**config.mk**
```make
export PLATFORM = sky130hd
export DESIGN_NAME = websocket_frame_deframer_unit
export DESIGN_NICKNAME = d
export VERILOG_FILES = /design/src/rtl/wsfd_pkg.sv /design/src/rtl/wsfd_parser.sv /design/src/rtl/websocket_frame_deframer_unit.sv
export SDC_FILE = /design/constraint.sdc
export NUM_CORES = 1
export LEC_CHECK = 0
export ABC_AREA = 1
export BUFFER_PORTS_ARGS = -buffer_cell sky130_fd_sc_hd__buf_2
export CELL_PAD_IN_SITES_DETAIL_PLACEMENT = 1
export CELL_PAD_IN_SITES_GLOBAL_PLACEMENT = 1
export CORE_MARGIN = 8
export CORE_UTILIZATION = 37
export DETAILED_ROUTE_END_ITERATION = 8
export PLACE_DENSITY = 0.76
export REMOVE_ABC_BUFFERS = 1
export SLEW_MARGIN = 0
export SYNTH_ARGS = -nofsm -noshare
export SYNTH_HDL_FRONTEND = slang
export SYNTH_SLANG_ARGS = --single-unit
export TNS_END_PERCENT = 10
```
**constraint.sdc**
```tcl
create_clock -name i_clk -period 4.1 [get_ports i_clk]
set_clock_uncertainty 0.15 [all_clocks]
set_input_delay 1.23 -clock i_clk [delete_from_list [all_inputs] [get_ports i_clk]]
set_output_delay 1.23 -clock i_clk [all_outputs]
set_load 0.03 [all_outputs]
```
**src/rtl/wsfd_pkg.sv**
```systemverilog
// package for the websocket frame deframer
// result beat type, length width, error codes and header length codes
// no dependencies
`timescale 1ns / 1ps

package wsfd_pkg;

    // width of the payload length counter
    localparam int unsigned LENGTH_BITS = 64;

    // error codes on a result beat
    localparam logic [1:0] ERR_NONE       = 2'd0;
    localparam logic [1:0] ERR_MASKED     = 2'd1;
    localparam logic [1:0] ERR_COMPRESSED = 2'd2;

    // seven bit length codes that pull an extended length
    localparam logic [6:0] LEN_EXT16 = 7'd126;
    localparam logic [6:0] LEN_EXT64 = 7'd127;

    // extended length byte counts
    localparam logic [3:0] EXT16_BYTES = 4'd2;
    localparam logic [3:0] EXT64_BYTES = 4'd8;

    typedef struct packed {
        logic       valid;
        logic [7:0] data_byte;
        logic       has_data;
        logic [3:0] msg_opcode;
        logic       compressed;
        logic       last;
        logic [1:0] error;
    } t_result;

endpackage

```
**src/rtl/wsfd_parser.sv**
```systemverilog
// frame header parser and payload tagger for the websocket frame deframer
// one accepted byte per cycle in, at most one result per byte out (combinational)
// depends on wsfd_pkg
`timescale 1ns / 1ps

module wsfd_parser import wsfd_pkg::*; (
    input  logic       i_clk,
    input  logic       i_rst_n,
    input  logic       i_valid,
    input  logic [7:0] i_byte,
    input  logic       i_deflate_en,
    output t_result    o_res
);

    localparam logic [1:0] PH_HDR0 = 2'd0;
    localparam logic [1:0] PH_HDR1 = 2'd1;
    localparam logic [1:0] PH_EXT  = 2'd2;
    localparam logic [1:0] PH_DATA = 2'd3;

    logic [1:0]             r_phase, n_phase;
    logic [3:0]             r_ext_left, n_ext_left;
    logic [LENGTH_BITS-1:0] r_remaining, n_remaining;
    logic                   r_frame_final, n_frame_final;
    logic [3:0]             r_msg_opcode, n_msg_opcode;
    logic                   r_msg_comp, n_msg_comp;
    logic                   r_in_cont, n_in_cont;
    logic                   r_halted, n_halted;
    logic                   hdr_done;

    always_comb begin
        n_phase       = r_phase;
        n_ext_left    = r_ext_left;
        n_remaining   = r_remaining;
        n_frame_final = r_frame_final;
        n_msg_opcode  = r_msg_opcode;
        n_msg_comp    = r_msg_comp;
        n_in_cont     = r_in_cont;
        n_halted      = r_halted;
        hdr_done      = 1'b0;

        o_res            = '0;
        o_res.msg_opcode = r_msg_opcode;
        o_res.compressed = r_msg_comp;
        o_res.error      = ERR_NONE;

        if (i_valid && !r_halted) begin
            unique case (r_phase)
                PH_HDR0: begin
                    n_frame_final = i_byte[7];
                    // continuation frames keep the first frame's opcode and rsv1
                    if (!r_in_cont) begin
                        n_msg_opcode = i_byte[3:0];
                        n_msg_comp   = i_byte[6];
                    end
                    n_phase = PH_HDR1;
                end
                PH_HDR1: begin
                    if (i_byte[7]) begin
                        n_halted    = 1'b1;
                        o_res.valid = 1'b1;
                        o_res.error = ERR_MASKED;
                    end else if (!r_in_cont && r_msg_comp && !i_deflate_en) begin
                        n_halted    = 1'b1;
                        o_res.valid = 1'b1;
                        o_res.error = ERR_COMPRESSED;
                    end else begin
                        n_remaining = '0;
                        if (i_byte[6:0] == LEN_EXT16) begin
                            n_ext_left = EXT16_BYTES;
                            n_phase    = PH_EXT;
                        end else if (i_byte[6:0] == LEN_EXT64) begin
                            n_ext_left = EXT64_BYTES;
                            n_phase    = PH_EXT;
                        end else begin
                            n_remaining = {{(LENGTH_BITS-7){1'b0}}, i_byte[6:0]};
                            hdr_done    = 1'b1;
                        end
                    end
                end
                PH_EXT: begin
                    // big-endian shift in, saturating when the top byte is in use
                    if (|r_remaining[LENGTH_BITS-1 -: 8]) begin
                        n_remaining = '1;
                    end else begin
                        n_remaining = {r_remaining[LENGTH_BITS-9:0], i_byte};
                    end
                    n_ext_left = r_ext_left - 4'd1;
                    hdr_done   = (n_ext_left == 4'd0);
                end
                PH_DATA: begin
                    n_remaining     = r_remaining - {{(LENGTH_BITS-1){1'b0}}, 1'b1};
                    o_res.valid     = 1'b1;
                    o_res.data_byte = i_byte;
                    o_res.has_data  = 1'b1;
                    if (r_remaining == {{(LENGTH_BITS-1){1'b0}}, 1'b1}) begin
                        n_phase    = PH_HDR0;
                        n_in_cont  = !r_frame_final;
                        o_res.last = r_frame_final;
                    end
                end
                default: begin
                    n_phase = PH_HDR0;
                end
            endcase

            // header complete: payload follows, or the frame is empty
            if (hdr_done) begin
                if (n_remaining != '0) begin
                    n_phase = PH_DATA;
                end else begin
                    n_phase   = PH_HDR0;
                    n_in_cont = !r_frame_final;
                    if (r_frame_final) begin
                        o_res.valid = 1'b1;
                        o_res.last  = 1'b1;
                    end
                end
            end
        end
    end

    always_ff @(posedge i_clk) begin
        if (!i_rst_n) begin
            r_phase       <= PH_HDR0;
            r_ext_left    <= '0;
            r_remaining   <= '0;
            r_frame_final <= 1'b0;
            r_msg_opcode  <= '0;
            r_msg_comp    <= 1'b0;
            r_in_cont     <= 1'b0;
            r_halted      <= 1'b0;
        end else begin
            r_phase       <= n_phase;
            r_ext_left    <= n_ext_left;
            r_remaining   <= n_remaining;
            r_frame_final <= n_frame_final;
            r_msg_opcode  <= n_msg_opcode;
            r_msg_comp    <= n_msg_comp;
            r_in_cont     <= n_in_cont;
            r_halted      <= n_halted;
        end
    end

endmodule

```
**src/rtl/websocket_frame_deframer_unit.sv**
```systemverilog
// top level of the websocket frame deframer: byte stream in, tagged payload stream out
// holds the config register, the output register and the skid stage
// depends on wsfd_pkg and wsfd_parser
`timescale 1ns / 1ps

// channel     | dir | beat contents
// ------------+-----+------------------------------------------------------------
// s_axis      | in  | tdata[7:0] rx_byte
// m_axis      | out | tdata: data_byte, msg_opcode_out, compressed; tuser: has_data,
//             |     | error; tlast: last
// apb         | in  | reg 0 at byte address 0: deflate_enabled (bit 0)
//
// one byte is taken per cycle while tready is high; the parser decides each byte in the cycle it
// is accepted and the result lands in the output register or the skid stage on the same edge; a
// skid stage behind the output register keeps the input open for one more beat while a result
// waits; tready drops only when the skid stage is full; header and extended length bytes give no
// beat, but a masked or barred compressed header gives an error beat and an empty final frame a
// last beat; payload bytes give one each; synchronous active-low reset clears parser state, the
// register and both stages; after a masked or disallowed compressed frame the parser drops all bytes until reset

module websocket_frame_deframer_unit import wsfd_pkg::*; (
    input  logic        i_clk,
    input  logic        i_rst_n,
    // input byte stream
    input  logic        i_s_axis_tvalid,
    output logic        o_s_axis_tready,
    input  logic [7:0]  i_s_axis_tdata,   // [7:0] rx_byte
    // output stream
    output logic        o_m_axis_tvalid,
    input  logic        i_m_axis_tready,
    output logic [15:0] o_m_axis_tdata,   // [7:0] data_byte, [11:8] msg_opcode_out,
                                          // [12] compressed, [15:13] unused
    output logic        o_m_axis_tlast,   // last
    output logic [2:0]  o_m_axis_tuser,   // [0] has_data, [2:1] error
    // config port
    input  logic        psel,
    input  logic        penable,
    input  logic        pwrite,
    input  logic [2:0]  paddr,
    input  logic [31:0] pwdata,
    output logic [31:0] prdata,
    output logic        pready
);

    logic    r_deflate_en;
    t_result parse_res;
    logic    in_accept;
    logic    out_take;
    logic    r_out_valid, n_out_valid;
    logic    r_skid_valid, n_skid_valid;
    t_result r_out, n_out;
    t_result r_skid, n_skid;

    // config register: writes land on the access phase, reads are combinational
    assign pready = 1'b1;
    assign prdata = (paddr[2] == 1'b0) ? {31'd0, r_deflate_en} : 32'd0;

    always_ff @(posedge i_clk) begin
        if (!i_rst_n) begin
            r_deflate_en <= 1'b0;
        end else if (psel && penable && pwrite && pready && (paddr[2] == 1'b0)) begin
            r_deflate_en <= pwdata[0];
        end
    end

    // input side stays open as long as the skid stage is free
    assign o_s_axis_tready = !r_skid_valid;
    assign in_accept       = i_s_axis_tvalid && o_s_axis_tready;

    wsfd_parser u_parser (
        .i_clk        (i_clk),
        .i_rst_n      (i_rst_n),
        .i_valid      (in_accept),
        .i_byte       (i_s_axis_tdata),
        .i_deflate_en (r_deflate_en),
        .o_res        (parse_res)
    );

    assign out_take = r_out_valid && i_m_axis_tready;

    // output register plus skid stage
    always_comb begin
        n_out_valid  = r_out_valid;
        n_skid_valid = r_skid_valid;
        n_out        = r_out;
        n_skid       = r_skid;
        if (r_skid_valid) begin
            // no new beat comes in while the skid stage is full
            if (out_take) begin
                n_out        = r_skid;
                n_out_valid  = 1'b1;
                n_skid_valid = 1'b0;
            end
        end else if (parse_res.valid) begin
            if (!r_out_valid || out_take) begin
                n_out       = parse_res;
                n_out_valid = 1'b1;
            end else begin
                n_skid       = parse_res;
                n_skid_valid = 1'b1;
            end
        end else if (out_take) begin
            n_out_valid = 1'b0;
        end
    end

    always_ff @(posedge i_clk) begin
        if (!i_rst_n) begin
            r_out_valid  <= 1'b0;
            r_skid_valid <= 1'b0;
        end else begin
            r_out_valid  <= n_out_valid;
            r_skid_valid <= n_skid_valid;
        end
    end

    // payload registers need no reset
    always_ff @(posedge i_clk) begin
        r_out  <= n_out;
        r_skid <= n_skid;
    end

    assign o_m_axis_tvalid = r_out_valid;
    assign o_m_axis_tdata  = {3'd0, r_out.compressed, r_out.msg_opcode, r_out.data_byte};
    assign o_m_axis_tlast  = r_out.last;
    assign o_m_axis_tuser  = {r_out.error, r_out.has_data};

endmodule
```
== Yosys cells after proc, flatten, opt, wreduce, memory -nomap -nowiden ==
Cells that the tools add are included.
Word-level totals
  register bits after elaboration: 115
  logic and storage cells: 140
  output and inout bits: 55
Operators by class
  add/subtract/negate cells: 2
  reduce and logical (&&, ||, !) cells: 33
  bitwise operators: 4
  equal/unequal tests: 15
  muxes and demuxes: 63
Operator list (count)
  $mux 64: 5
  $pmux 64 s3: 1
  $mux 17: 4
  $eq 64x1->1 const B: 1
  $reduce_bool 64->1: 1
  $sub 64x1->64 const B: 1
  $mux 1: 31
  $mux 2: 10
  $mux 4: 4
  $reduce_and 3->1: 5
  $eq 7x7->1 const B: 2
  $mux 10: 1
  $reduce_bool 2->1: 5
  $mux 9: 1
  $ne 3x1->1 const B: 3
  $logic_and 1x1->1: 8
  $pmux 4 s2: 1
  $reduce_or 8->1: 1
  $mux 7: 1
  $logic_not 1->1: 6
  $ne 2x2->1 const B: 3
  $pmux 2 s3: 1
  $reduce_and 6->1: 1
  $reduce_and 5->1: 1
  other kinds (14): 19

== Longest topological paths before layout ==
  word-level depth: 14
  depth in mapped cells: 22
  gate-level depth less buffers: 22

== By module ==
From an unflattened synthesis, not the netlist that was laid out.
Second synthesis, totals
  cell total of the unflattened synthesis: 1601
  area total of the unflattened synthesis: 9651.8 um^2
By module, submodules not included
  wsfd_parser: cells an instance 1447, instances 1, sequential area each 1561.5 um^2, area each 7957.6 um^2
  websocket_frame_deframer_unit: cells an instance 154, instances 1, sequential area each 1081.0 um^2, area each 1694.1 um^2

== Worst setup path before layout ==
OpenSTA, ideal clock, no wires.
  kind: input-to-reg
  start: input port i_s_axis_tdata[7]
  end: register r_out, in the netlist o_m_axis_tdata[0] (enable)
  buffers on the path: 2
  stages on the path: 17
  required time: 3.553 ns
  setup time: 0.397 ns
  path slack: -0.120 ns
  arrival time: 3.672 ns
  cell sequence: inv_1 > nand2_1 > inv_2 > nor2_1 > nor2_1 > buf_2 > buf_2 > o21ai_0 > nor2_1 > nand2_1 > nor2_1 > nand2_1 > nor2_2 > nand4_2 > nand2_2 > nand2_2 > o22ai_1
On the way
  word-level cells in the longest chain between the ends: 9
  elaborated cells on any way between the ends: 16
  classes of those cells: mux: 13; reduce/logical: 3
RTL lines
  from (decl): line websocket_frame_deframer_unit.sv:27  | input logic [7:0] i_s_axis_tdata,
  $mux 64 (on tied branches): line wsfd_parser.sv:58, wsfd_parser.sv:82
  $pmux 64 s3: line wsfd_parser.sv:47  | unique case (r_phase)
  $mux 64: line wsfd_parser.sv:46  | if (i_valid && !r_halted) begin
  $reduce_bool 64->1: line wsfd_parser.sv:108  | if (n_remaining != '0) begin
  $mux 1: line wsfd_parser.sv:108
  $mux 1 (*): line wsfd_parser.sv:107  | if (hdr_done) begin
  $mux 10 (*): line wsfd_parser.sv:46
  $reduce_bool 2->1 (no source line) (*)
  $reduce_and 3->1 (no source line) (*)
  to (signal assigned): line websocket_frame_deframer_unit.sv:119  | r_out <= n_out;
  to (decl): line websocket_frame_deframer_unit.sv:51  | t_result r_out, n_out;
Every way passes the cells marked *; elsewhere a longest branch is shown, timed or not. The select of a mux whose other input is x is not followed.
A chain may end at the register's enable or synchronous reset.

== Final worst setup path ==
  start: input port i_s_axis_tdata[7]
  end: register r_out, in the netlist o_m_axis_tdata[1] (enable)
The elaborated chain is that of the path after synthesis.

==> results.md <==
* Synth area leader: nand2_1
* Die ar. at about 30000 um2
* Ys Warns at 0
* Initial drt markers at 566
* Antenna viol nets, final at 0
* Maximum VDD drop at approximately 0.24 mV
* Arrival time at the worst endpoint at 3.84 ns
* Placed cell area at around 9400 um2
* Layout cells sized above 1 at 0.1003
* Die Y at about 170 um
* Count leader, synth: nand2_1
* Req. time, crit path at 4.08 ns
* Synth Cell Area at roughly 9000 um2
* Hold Fails Final Rpt at 0
* Asr flop ratio synth at 0
* GRT Util Overall at 0.2252
* Synthesized area per cell at 5.938 um2
* # resized after CTS at 0
* Kind of critical path: input port to flop
* Top post-synthesis cells by count: nand2_1, nor2_1, o21ai_0, inv_1, nand3_1
* RSZ-0062 raised after global routing: false
* Wire per inst at between 15 and 20 um
* Leading post-synthesis cells by cell area: nand2_1, dfxtp_1, edfxtp_1, o21ai_0, nor2_1
* Slew @ Worst Pin at 0.8887 ns
* Skew-Pair Late Insertion Delay at between 0.4 and 0.5 ns
* Placement Setup Slack at -0.09313 ns
* Final core occ at 0.4261
* Final instance area at between 10000 and 15000 um2
* Unique masters post-synth at 43
* I/O Pins at about 110
* Vias at a little under 10000
* Post-DP HPWL at between 20 and 25 mm
* Synth Flop Type: dfxtp_1
* Setup_tns at 0 ns
* # rows at between 50 and 60
* Worst slew margin at 0.4075
* Clock Path Buffers at 2
* Vias/cell at roughly 5.2
* RePlAce Congestion at between 0.8 and 0.9
* Max-capacitance violation count at 0
* Max Freq at ~260 MHz
* Worst-path fanout max at 9
* Total congestion overflow at 0
* Post-synthesis sequential area ratio at 0.2975
* Vias in the first global route at ~10000
* DRT Pass-1 Iters at 5
* # diodes at 0
* Num CTS Buffers at 17
* Cts hold-fix bufs at 0
* Final WL at 32.71 mm
* Die width at between 150 and 200 um
* Core outline area at ~24000 um2
* Largest net degree at the start of global routing at 88
* CP startpoint kind: input port
* Clk pin slew, worst setup/hold paths at ~0.060 ns
* Post-Syn Instances at between 1000 and 1500
* Number of flops mapped to enable cells by yosys at 34
* First-pass GRT wire length at just over 50 mm
* Syn-to-layout area delta at 12.92%
* Tmin final at around 3.9 ns
* Final period util at 0.9398
* IO buf count at 36
* CTS Root Buffer Type: clkbuf_16
* Setup Fix Bufs, Post-CTS at 0
* Worst min-delay path category: flop to flop
* H-tree Lvls at 4
* Number of antenna violations at the first check in global routing at 0
* #FFs+latches synth at 115
* Outcome: complete, no violations
* Sinks on Clock Net at roughly 120
* Nets at roughly 1600
* Remaining DRCs at 0
* Power Density at 579.7 nW/um2
* Leak at 0.004902 uW
* CTS tree: built
* Starting Density at 0.3773
* Max Transition Viols Final at 0
* Type of element capturing the critical path: flop
* PnR worst setup slack at between 0.2 and 0.25 ns
* Synth top area share at 0.1927
* Setup violators final at 0
## worst paths after layout
check                                              start                 to  slack (ns)  depth (start not counted)
worst max-delay path                   i_s_axis_tdata[7]  o_m_axis_tdata[1]        0.25                         19
worst min-delay path            u_parser.r_msg_opcode[0]          r_skid[4]        0.31                          0
worst max register to register   u_parser.r_remaining[1]  o_m_axis_tdata[1]        0.37                         21
worst min register to register  u_parser.r_msg_opcode[0]          r_skid[4]        0.31                          0
## worst max-delay path, stage by stage
cell,delay [ns]
buf_2,0.11
inv_1,0.08
nand2_1,0.12
inv_2,0.08
nor2_1,0.05
nor2_1,0.23
buf_4,0.22
buf_12,0.12
o21ai_0,0.09
nor2_1,0.14
nand2_1,0.09
nor2_1,0.14
nand2_1,0.10
nor2_2,0.18
nand4_2,0.15
nand2_2,0.13
nand2_2,0.06
o22ai_1,0.24
buf_4,0.25
## metrics by stage
| stage | cells | hold slack [ns] | total power [uW] |
|---|---|---|---|
| floorplan | 1436 | 0.2752 | 3220 |
| global placement | 1822 | 0.2954 | 4104 |
| detailed placement | 1822 | 0.2998 | 4170 |
| CTS | 1854 | 0.3171 | 5819 |
| global route | 1854 | 0.3306 | 6188 |
| finish | 1854 | 0.3147 | 5815 |
## layout by cell type (no fill, tap or decap), drive strengths merged, types with 4 or more instances in the layout
cell and n:
nand2 471, nand3 96, nor2 226, nand4 4, buf 67, o21bai 7
ha 9, dfxtp 81, o211ai 7, edfxtp 34, clkinv 4, a21oi 82
o21ai 187, clkbuf 17, inv 181, conb 35
## layer usage
layer  share of wire  up-vias  wire, um  track usage
li1                -     4756         -            -
met1            0.45     4709     14760       0.2799
met2            0.49      210     15890       0.3915
met3           0.037       55      1211      0.03526
met4           0.026        0       849      0.07486
met5               0        -         0            0
## logic make-up (layout without fill, tap and decap cells)
kind of cell	after synthesis	after routing	synth area share
xor+xnor	3	3	0.002958
other cells	2	35	0.0008454
compound gates	295	295	0.1748
simple gates	806	806	0.3827
fa+ha+maj	9	9	0.01268
flops	115	115	0.2975
buf+inv	266	272	0.1286
## cell type report
cell class	instances	area [um2]
sequential	115	2643
inverter	173	649.4
clock inverter	15	185.2
clock buffer	17	425.4
tap	319	399.1
multi-input combinational	1148	5254
timing repair buffer	67	475.5
fill	3291	13510
## flip-flops by register name (all words and copies together) (netlist names)
register / cells
u_parser.r_frame_final: 1
o_m_axis_tuser: 3
u_parser.r_remaining: 64
u_parser.r_ext_left: 4
u_parser.r_in_cont: 1
u_parser.r_msg_comp: 1
u_parser.r_msg_opcode: 4
o_m_axis_tlast: 1
u_parser.r_halted: 1
r_deflate_en: 1
o_m_axis_tvalid: 1
u_parser.r_phase: 2
r_skid: 17
o_m_axis_tdata: 13
r_skid_valid: 1
## where the power goes
part           switching (uW)  leakage, uW  internal, uW
Combinational            1890      0.00364           754
Sequential                220     0.000965          1350
Clock                     682     0.000297           925
Note: power is estimated with default switching activity, not from simulation.
